<file path="src/rtl/uaps_pkg.sv">
`timescale 1ns / 1ps
// ----------------------------------------------------------------------------
// USB audio isochronous packet sizer package
// Shared widths, constants, status codes and sequencer states.
// ----------------------------------------------------------------------------
package uaps_pkg;

  localparam int RATE_W    = 22;
  localparam int IVAL_W    = 25;
  localparam int FBYTES_W  = 11;
  localparam int PAYLOAD_W = 13;
  localparam int PEND_W    = 23;
  localparam int REM_W     = 20;
  localparam int QUO_W     = 28;
  localparam int ACC_W     = 47;
  localparam int MUL_A_W   = 32;
  localparam int MUL_B_W   = 25;

  localparam logic [REM_W-1:0]  US_PER_S  = REM_W'(1000000);
  localparam logic [RATE_W-1:0] RATE_MAX  = {RATE_W{1'b1}};

  // The reciprocal of one million scaled by 2^44 leaves the estimate at most
  // one below the true quotient for every 47-bit dividend.
  localparam int DIV_SHIFT = 44;
  localparam int DIV_A_LSB = ACC_W - MUL_A_W;
  localparam int DIV_Q_LSB = DIV_SHIFT - DIV_A_LSB;
  localparam logic [MUL_B_W-1:0] DIV_RECIP = MUL_B_W'((64'd1 << DIV_SHIFT) / 64'd1000000);

  localparam logic [MUL_B_W-1:0] FB10_MULT  = MUL_B_W'(1000);
  localparam logic [MUL_B_W-1:0] FB16_MULT  = MUL_B_W'(125);
  localparam logic [REM_W-1:0]   FB10_ROUND = REM_W'(8192);
  localparam logic [REM_W-1:0]   FB16_ROUND = REM_W'(512);

  localparam logic [RATE_W-1:0]    NOMINAL_RESET = RATE_W'(48000);
  localparam logic [IVAL_W-1:0]    IVAL_RESET    = IVAL_W'(1000);
  localparam logic [FBYTES_W-1:0]  FBYTES_RESET  = FBYTES_W'(4);
  localparam logic [PAYLOAD_W-1:0] PAYLOAD_RESET = PAYLOAD_W'(192);

  typedef enum logic [1:0] {
    CMD_PACKET   = 2'd0,
    CMD_FEEDBACK = 2'd1,
    CMD_CLEAR    = 2'd2,
    CMD_UNUSED   = 2'd3
  } cmd_t;

  typedef enum logic [2:0] {
    ST_ISSUED     = 3'd0,
    ST_SHORT      = 3'd1,
    ST_RANGE      = 3'd2,
    ST_FB_TAKEN   = 3'd3,
    ST_FB_IGNORED = 3'd4,
    ST_CLEARED    = 3'd5
  } status_t;

  typedef enum logic [1:0] {
    REG_NOMINAL = 2'd0,
    REG_IVAL    = 2'd1,
    REG_FBYTES  = 2'd2,
    REG_PAYLOAD = 2'd3
  } reg_idx_t;

  typedef enum logic [3:0] {
    S_IDLE,
    S_MUL,
    S_EST,
    S_REM,
    S_FIX,
    S_SCALE,
    S_CHECK,
    S_FB,
    S_FBSAT,
    S_DONE
  } state_t;

  typedef enum logic [2:0] {
    MSEL_RATE,
    MSEL_FRAMES,
    MSEL_FB,
    MSEL_RECIP,
    MSEL_BACK
  } msel_t;

endpackage

</file>
<file path="src/rtl/usb_audio_iso_packet_sizer.sv">
`timescale 1ns / 1ps
// ----------------------------------------------------------------------------
// USB audio isochronous packet sizer
// Sizes isochronous OUT packets from the sample rate, service interval and
// frame size, tracks the fractional frame remainder and decodes feedback.
// ----------------------------------------------------------------------------
// Requests enter on the req channel (cmd, pending_bytes, feedback_word,
// feedback_bytes) and each transaction yields exactly one result on the rsp
// channel (status, packet_bytes, effective_rate). A transaction is taken
// when valid is high and stall is low.
// The block works on one request at a time and raises req_stall while busy.
// A packet request passes through the accepting state, one multiply-add, a
// reciprocal estimate of the quotient by one million, a back-multiply that
// forms the remainder, one correction step, one multiply by the frame size,
// one range check and the load of the result register. A feedback word of
// 3 or more bytes passes through a multiply-add and a saturation step
// before that load; a shorter one, a remainder clear or an unknown command
// goes straight from acceptance to the load. All multiplies share a single
// 32 x 25 multiplier.
// A finished result waits in the output register while rsp_stall is high;
// the block takes the next request meanwhile and holds its following result
// until the register is free. The user writes configuration via the APB port
// only while the block is idle (unenforced). Reset restores the register
// defaults and clears remainder and feedback state; no clearing pass needed.
// ----------------------------------------------------------------------------
module usb_audio_iso_packet_sizer (
  input  logic                           clk,
  input  logic                           rst,
  input  logic                           req_valid,
  output logic                           req_stall,
  input  logic [1:0]                     cmd,
  input  logic [uaps_pkg::PEND_W-1:0]    pending_bytes,
  input  logic [31:0]                    feedback_word,
  input  logic [2:0]                     feedback_bytes,
  output logic                           rsp_valid,
  input  logic                           rsp_stall,
  output logic [2:0]                     status,
  output logic [uaps_pkg::PAYLOAD_W-1:0] packet_bytes,
  output logic [uaps_pkg::RATE_W-1:0]    effective_rate,
  input  logic                           psel,
  input  logic                           penable,
  input  logic                           pwrite,
  input  logic [3:0]                     paddr,
  input  logic [31:0]                    pwdata,
  output logic [31:0]                    prdata,
  output logic                           pready
);
  import uaps_pkg::*;

  logic [RATE_W-1:0]    nominal_rate_hz;
  logic [IVAL_W-1:0]    interval_us;
  logic [FBYTES_W-1:0]  frame_bytes;
  logic [PAYLOAD_W-1:0] max_payload;

  logic [REM_W-1:0]  frame_remainder;
  logic              fb_seen;
  logic [RATE_W-1:0] fb_rate;
  logic [RATE_W-1:0] cur_rate;

  state_t state, state_next;

  logic [PEND_W-1:0] pend;
  logic [31:0]       raw;
  logic              fb_ten;
  logic [REM_W-1:0]  dpart;
  logic [QUO_W-1:0]  dquo;
  logic [REM_W:0]    rwide;
  logic [ACC_W-1:0]  acc;
  status_t           res_status;
  logic [PAYLOAD_W-1:0] res_bytes;

  msel_t               msel;
  logic [MUL_A_W-1:0]  mul_a;
  logic [MUL_B_W-1:0]  mul_b;
  logic [REM_W-1:0]    addend;
  logic [MUL_A_W+MUL_B_W-1:0] mul_p;
  logic [ACC_W-1:0]    mac;

  logic [ACC_W-1:0] rdiff;
  logic             rfix;
  logic             out_free;
  logic             cfg_wr;
  logic [ACC_W-15:0] fb_shift14;
  logic [ACC_W-11:0] fb_shift10;
  logic [ACC_W-11:0] fb_scaled;
  logic [RATE_W-1:0] fb_sat;
  logic [ACC_W-9:0]  bytes;

  assign pready   = 1'b1;
  assign cfg_wr   = psel && penable && pwrite && pready;
  assign cur_rate = fb_seen ? fb_rate : nominal_rate_hz;
  assign out_free = !(rsp_valid && rsp_stall);

  always_ff @(posedge clk) begin
    if (rst) begin
      nominal_rate_hz <= NOMINAL_RESET;
      interval_us     <= IVAL_RESET;
      frame_bytes     <= FBYTES_RESET;
      max_payload     <= PAYLOAD_RESET;
    end else if (cfg_wr) begin
      unique case (reg_idx_t'(paddr[3:2]))
        REG_NOMINAL: nominal_rate_hz <= pwdata[RATE_W-1:0];
        REG_IVAL:    interval_us     <= pwdata[IVAL_W-1:0];
        REG_FBYTES:  frame_bytes     <= pwdata[FBYTES_W-1:0];
        REG_PAYLOAD: max_payload     <= pwdata[PAYLOAD_W-1:0];
        default: ;
      endcase
    end
  end

  always_comb begin
    unique case (reg_idx_t'(paddr[3:2]))
      REG_NOMINAL: prdata = 32'(nominal_rate_hz);
      REG_IVAL:    prdata = 32'(interval_us);
      REG_FBYTES:  prdata = 32'(frame_bytes);
      REG_PAYLOAD: prdata = 32'(max_payload);
      default:     prdata = '0;
    endcase
  end

  // Shared multiply-add unit.
  assign mul_p = (MUL_A_W+MUL_B_W)'(mul_a) * (MUL_A_W+MUL_B_W)'(mul_b);
  assign mac   = mul_p[ACC_W-1:0] + ACC_W'(addend);

  // The estimated quotient is low by at most one, so one compare and
  // subtract on the remainder finishes the division by one million.
  assign rdiff = acc - mul_p[ACC_W-1:0];
  assign rfix  = rwide >= {1'b0, US_PER_S};

  assign fb_shift14 = acc[ACC_W-1:14];
  assign fb_shift10 = acc[ACC_W-1:10];
  assign fb_scaled  = fb_ten ? (ACC_W-10)'(fb_shift14) : fb_shift10;
  assign fb_sat     = (fb_scaled > (ACC_W-10)'(RATE_MAX)) ? RATE_MAX
                                                          : fb_scaled[RATE_W-1:0];
  assign bytes      = acc[ACC_W-9:0];

  always_comb begin
    state_next = state;
    unique case (state)
      S_IDLE: begin
        if (req_valid) begin
          priority case (cmd_t'(cmd))
            CMD_PACKET:   state_next = S_MUL;
            CMD_FEEDBACK: state_next = (feedback_bytes >= 3'd3) ? S_FB : S_DONE;
            default:      state_next = S_DONE;
          endcase
        end
      end
      S_MUL:   state_next = S_EST;
      S_EST:   state_next = S_REM;
      S_REM:   state_next = S_FIX;
      S_FIX:   state_next = S_SCALE;
      S_SCALE: state_next = S_CHECK;
      S_CHECK: state_next = S_DONE;
      S_FB:    state_next = S_FBSAT;
      S_FBSAT: state_next = S_DONE;
      S_DONE:  state_next = out_free ? S_IDLE : S_DONE;
      default: state_next = S_IDLE;
    endcase
  end

  always_comb begin
    req_stall = (state != S_IDLE);
    msel      = MSEL_RATE;
    unique case (state)
      S_EST:   msel = MSEL_RECIP;
      S_REM:   msel = MSEL_BACK;
      S_SCALE: msel = MSEL_FRAMES;
      S_FB:    msel = MSEL_FB;
      default: msel = MSEL_RATE;
    endcase
    unique case (msel)
      MSEL_RATE: begin
        mul_a  = MUL_A_W'(cur_rate);
        mul_b  = interval_us;
        addend = frame_remainder;
      end
      MSEL_RECIP: begin
        mul_a  = acc[ACC_W-1:DIV_A_LSB];
        mul_b  = DIV_RECIP;
        addend = '0;
      end
      MSEL_BACK: begin
        mul_a  = MUL_A_W'(dquo);
        mul_b  = MUL_B_W'(US_PER_S);
        addend = '0;
      end
      MSEL_FRAMES: begin
        mul_a  = MUL_A_W'(dquo);
        mul_b  = MUL_B_W'(frame_bytes);
        addend = '0;
      end
      MSEL_FB: begin
        mul_a  = raw;
        mul_b  = fb_ten ? FB10_MULT : FB16_MULT;
        addend = fb_ten ? FB10_ROUND : FB16_ROUND;
      end
      default: begin
        mul_a  = '0;
        mul_b  = '0;
        addend = '0;
      end
    endcase
  end

  always_ff @(posedge clk) begin
    if (rst) begin
      state           <= S_IDLE;
      frame_remainder <= '0;
      fb_seen         <= 1'b0;
      fb_rate         <= '0;
      rsp_valid       <= 1'b0;
    end else begin
      state <= state_next;
      if (rsp_valid && !rsp_stall && state != S_DONE) begin
        rsp_valid <= 1'b0;
      end
      unique case (state)
        S_IDLE: begin
          if (req_valid) begin
            pend      <= pending_bytes;
            fb_ten    <= (feedback_bytes == 3'd3);
            raw       <= (feedback_bytes == 3'd3) ? {8'd0, feedback_word[23:0]}
                                                  : feedback_word;
            res_bytes <= '0;
            unique case (cmd_t'(cmd))
              CMD_CLEAR: begin
                frame_remainder <= '0;
                res_status      <= ST_CLEARED;
              end
              default: res_status <= ST_FB_IGNORED;
            endcase
          end
        end
        S_MUL: acc <= mac;
        S_EST: dquo <= mul_p[DIV_Q_LSB+QUO_W-1:DIV_Q_LSB];
        S_REM: rwide <= rdiff[REM_W:0];
        S_FIX: begin
          if (rfix) begin
            dquo  <= dquo + QUO_W'(1);
            dpart <= REM_W'(rwide - {1'b0, US_PER_S});
          end else begin
            dpart <= rwide[REM_W-1:0];
          end
        end
        S_SCALE: acc <= mac;
        S_CHECK: begin
          if (bytes == '0 || bytes > (ACC_W-8)'(max_payload)) begin
            res_status <= ST_RANGE;
          end else if (bytes > (ACC_W-8)'(pend)) begin
            res_status <= ST_SHORT;
          end else begin
            res_status      <= ST_ISSUED;
            res_bytes       <= bytes[PAYLOAD_W-1:0];
            frame_remainder <= dpart;
          end
        end
        S_FB: acc <= mac;
        S_FBSAT: begin
          if (raw != '0) begin
            fb_rate    <= fb_sat;
            fb_seen    <= 1'b1;
            res_status <= ST_FB_TAKEN;
          end
        end
        S_DONE: begin
          if (out_free) begin
            rsp_valid      <= 1'b1;
            status         <= res_status;
            packet_bytes   <= res_bytes;
            effective_rate <= cur_rate;
          end
        end
        default: ;
      endcase
    end
  end

`ifndef NO_ASSERTIONS
  a_rem_range: assert property (@(posedge clk) disable iff (rst)
    frame_remainder < US_PER_S)
    else $error("frame remainder reached one million");

  a_done_delivers: assert property (@(posedge clk) disable iff (rst)
    (state == S_DONE && out_free) |=> (rsp_valid && state == S_IDLE))
    else $error("finished transaction did not reach the output register");

  a_issued_size: assert property (@(posedge clk) disable iff (rst)
    (rsp_valid && status == ST_ISSUED) |-> (packet_bytes != '0 && packet_bytes <= max_payload))
    else $error("issued packet size out of range");

  a_other_zero: assert property (@(posedge clk) disable iff (rst)
    (rsp_valid && status != ST_ISSUED) |-> (packet_bytes == '0))
    else $error("packet size nonzero on a packet that was not issued");
`endif

endmodule

</file>
<file path="config.mk">
export PLATFORM = sky130hd
export DESIGN_NAME = usb_audio_iso_packet_sizer
export DESIGN_NICKNAME = d
export VERILOG_FILES = /design/src/rtl/uaps_pkg.sv /design/src/rtl/usb_audio_iso_packet_sizer.sv
export SDC_FILE = /design/constraint.sdc
export NUM_CORES = 2
export LEC_CHECK = 0
export BUFFER_PORTS_ARGS = -buffer_cell sky130_fd_sc_hd__buf_2
export CAP_MARGIN = 10
export CELL_PAD_IN_SITES_DETAIL_PLACEMENT = 1
export CELL_PAD_IN_SITES_GLOBAL_PLACEMENT = 2
export CORE_MARGIN = 3
export CORE_UTILIZATION = 41
export DETAILED_ROUTE_END_ITERATION = 10
export GPL_ROUTABILITY_DRIVEN = 0
export HOLD_SLACK_MARGIN = 0.02
export PLACE_DENSITY = 0.91
export SKIP_CTS_REPAIR_TIMING = 1
export SYNTH_ARGS = -nofsm -noshare
export SYNTH_HDL_FRONTEND = slang
export SYNTH_SLANG_ARGS = --single-unit
</file>
<file path="constraint.sdc">
create_clock -name clk -period 12.3 [get_ports clk]
set_input_delay 2.46 -clock clk [delete_from_list [all_inputs] [get_ports clk]]
set_output_delay 2.46 -clock clk [all_outputs]
set_load 0.005 [all_outputs]
</file>
==> run summary <==
I/O pin count: 176
Slowest Stage Delay on Critical Path: 0.76 ns
Filler cells: 12.18k
cts bufs inserted: 38
synthesized area per cell: 9.145 um2
critical path class: reg2reg
startpoint types: flop
Setup crit end kind: flop
Synth cell types: 92
H-tree depth: 2
Layout Nets: 5952
fin crit share: 0.9264
crit path DAT: 11.73 ns
Worst Hold Class: reg2reg
Site Rows: 118
maxcap violations: 0
Reg2Reg Depth: 36
GRT overflow: 0
Sink Count: 345
WHS Endpoint: status[2]
Max Fclk: 87.76 MHz
final setup fails: 0
share of cells above drive strength 1: 0.08010
Worst-Margin Slew: 1.233 ns
DRC Markers: 0
ys async rst share: 0
clock root buffer: clkbuf_16
final wirelength: 156.2 mm
First DRT Iteration DRCs: 2873
pin count of the biggest net entering global routing: 76
die area: 0.1093 mm2
initial antenna violation count: 4
EDFF count, synth: 226
first-pass GRT wire length: 237.2 mm
Max clock buf depth: 3
hold path depth: 0
wire per inst: 24.78 um
final cell area excluding filler cells: 0.04737 mm2
worst reg2reg startpoint: state[2]
Period minus WS final: 11.39 ns
Initial Utilization: 0.4149
outcome: finished, final reports clean
Fin. Hold Viols: 0
GRT Total Usage: 0.2925
worst hold start: res_status[2]
first-pass iteration count of the detailed router: 6
Final Util: 0.4551
Die Wd: 330.5 um
Top FF cell, synth: edfxtp_1
Reg clk slew, reported paths: 0.07 ns
synth warn: 0
Worst Path Required: 12.63 ns
Cells after Synth: 4722
placed cell area: 0.04607 mm2
Port Buffers: 158
Vias per Instance: 5.489
synthesized area: 0.04318 mm2
register bit count reported by yosys: 345
Die Y: 330.5 um
worst skew pair latency: 0.60 ns
number of global-route vias before repair: 37.42k
setup slack, reg-to-reg: 0.91 ns
Multi-input gate area: 0.03005 mm2
CP Max Fanout: 26
CP delay by family, top: adder cells
worst clock skew: 0.04183 ns
Post-DRT Antenna Nets: 0
reg-to-reg endpoint: acc[35]
register area share after synthesis: 0.2123
Core ar.: 0.1041 mm2
max-slew violations: 0
Crit-path slowest cell: nor3_2
Synth-to-Final Area Change: 9.707%
CTS tree: done
Worst slew margin: 0.1780
Buf+Inv Stages, Crit Path: 6
vias: 34.60k
post-DP HPWL: 127.9 mm
setup TNS: 0 ns
register area: 0.009169 mm2
unrepaired setup endpoints after global routing: false
[cell usage in the layout (no fill, tap or decap), types with 10 or more instances in the layout]
master       n
o21bai_1    16
and2_1      79
nand3_1     58
clkinv_1    10
nand2b_1    20
dfxtp_1    119
a211oi_1    31
mux4_2      11
ha_1       271
nand4_1     29
mux2i_1     88
inv_1      944
fa_1       689
a22oi_1     22
nor3_1      29
nor2b_1     20
buf_2      157
a21o_1      93
xnor2_1     91
a221oi_1    10
o21ai_0     82
conb_1      76
nor2_1     458
nor4_1      23
nand2_1    626
nand3b_1    17
and3_1      43
a21oi_2     15
a21oi_1    181
xor2_1      52
buf_4      107
edfxtp_1   226
clkbuf_16   38
[worst max path at each step]
| stage | slack [ns] | to | start | depth (start not counted) |
|---|---|---|---|---|
| floorplan | 3.16 | acc[46] | state[0] | 34 |
| global placement | 1.29 | acc[43] | state[2] | 34 |
| detailed placement | 1.18 | acc[35] | state[2] | 34 |
| CTS | 1.07 | acc[35] | state[2] | 34 |
| global route | 0.48 | acc[35] | state[2] | 34 |
| finish | 0.91 | acc[35] | state[2] | 36 |
[synth_stat cells, drive strengths merged, types with 11 or more instances]
cell type,n,share of area
inv,944,0.082
fa,689,0.32
nand2,627,0.055
nor2,463,0.040
ha,271,0.079
edfxtp,226,0.16
a21oi,198,0.023
clkbuf,182,0.016
dfxtp,119,0.055
a21o,94,0.016
o21ai,92,0.011
xnor2,92,0.019
mux2i,88,0.020
and2,81,0.012
nand3,59,0.0070
xor2,52,0.011
and3,43,0.0062
nor3,36,0.0043
a211oi,32,0.0057
buf,29,0.0038
nand4,29,0.0042
nor4,28,0.0048
a22oi,22,0.0038
nand2b,20,0.0029
nor2b,20,0.0029
nand3b,17,0.0030
o21bai,16,0.0028
a221oi,14,0.0030
mux4,11,0.0057
[flip-flops by register name, summed over array words and instances, names as in the netlist, 20 cells and up]
| signal | count |
|---|---|
| pend | 23 |
| effective_rate | 22 |
| frame_remainder | 20 |
| dquo | 28 |
| acc | 47 |
| rwide | 21 |
| nominal_rate_hz | 22 |
| fb_rate | 22 |
| interval_us | 25 |
| raw | 32 |
| dpart | 20 |
[layout make-up]
type                       instances  share of cell area
tap                             1380             0.03645
clock inverter                    25            0.006022
timing repair buffer             264             0.03354
inverter                         944             0.07480
clock buffer                      45             0.02105
multi-input combinational       3296              0.6344
sequential                       345              0.1935
antenna                            4           0.0002113
[cell families after synthesis]
| family | Yosys count | share of synthesized area |
|---|---|---|
| AOI/OAI and AO/OA | 556 | 0.08331 |
| xor gates and xnor gates | 144 | 0.02938 |
| adders and majority gates | 960 | 0.3979 |
| buffers and inverters | 1155 | 0.1017 |
| DFF | 345 | 0.2123 |
| muxes | 100 | 0.02640 |
| other | 2 | 0.0001739 |
| and+or+nand+nor | 1460 | 0.1487 |
[routing by layer]
layer	GRT usage	part of all wire
met5	0	0.000083
met2	0.4696	0.46
met4	0.09269	0.038
met3	0.05656	0.085
met1	0.4002	0.42
[stage by stage]
stage	hold slack (ns)	cells	setup WS, ns
2_1_floorplan	0.4003	4796	3.161
3_5_place_dp	0.4164	6228	1.182
3_3_place_gp	0.4051	6228	1.289
5_1_grt	0.4320	6300	0.4802
6_report	0.4295	6303	0.9056
4_1_cts	0.4290	6298	1.073
Power is left out: the tool's default activity adds up to more than one toggle a clock period on the data nets, which glitch-free logic cannot reach.
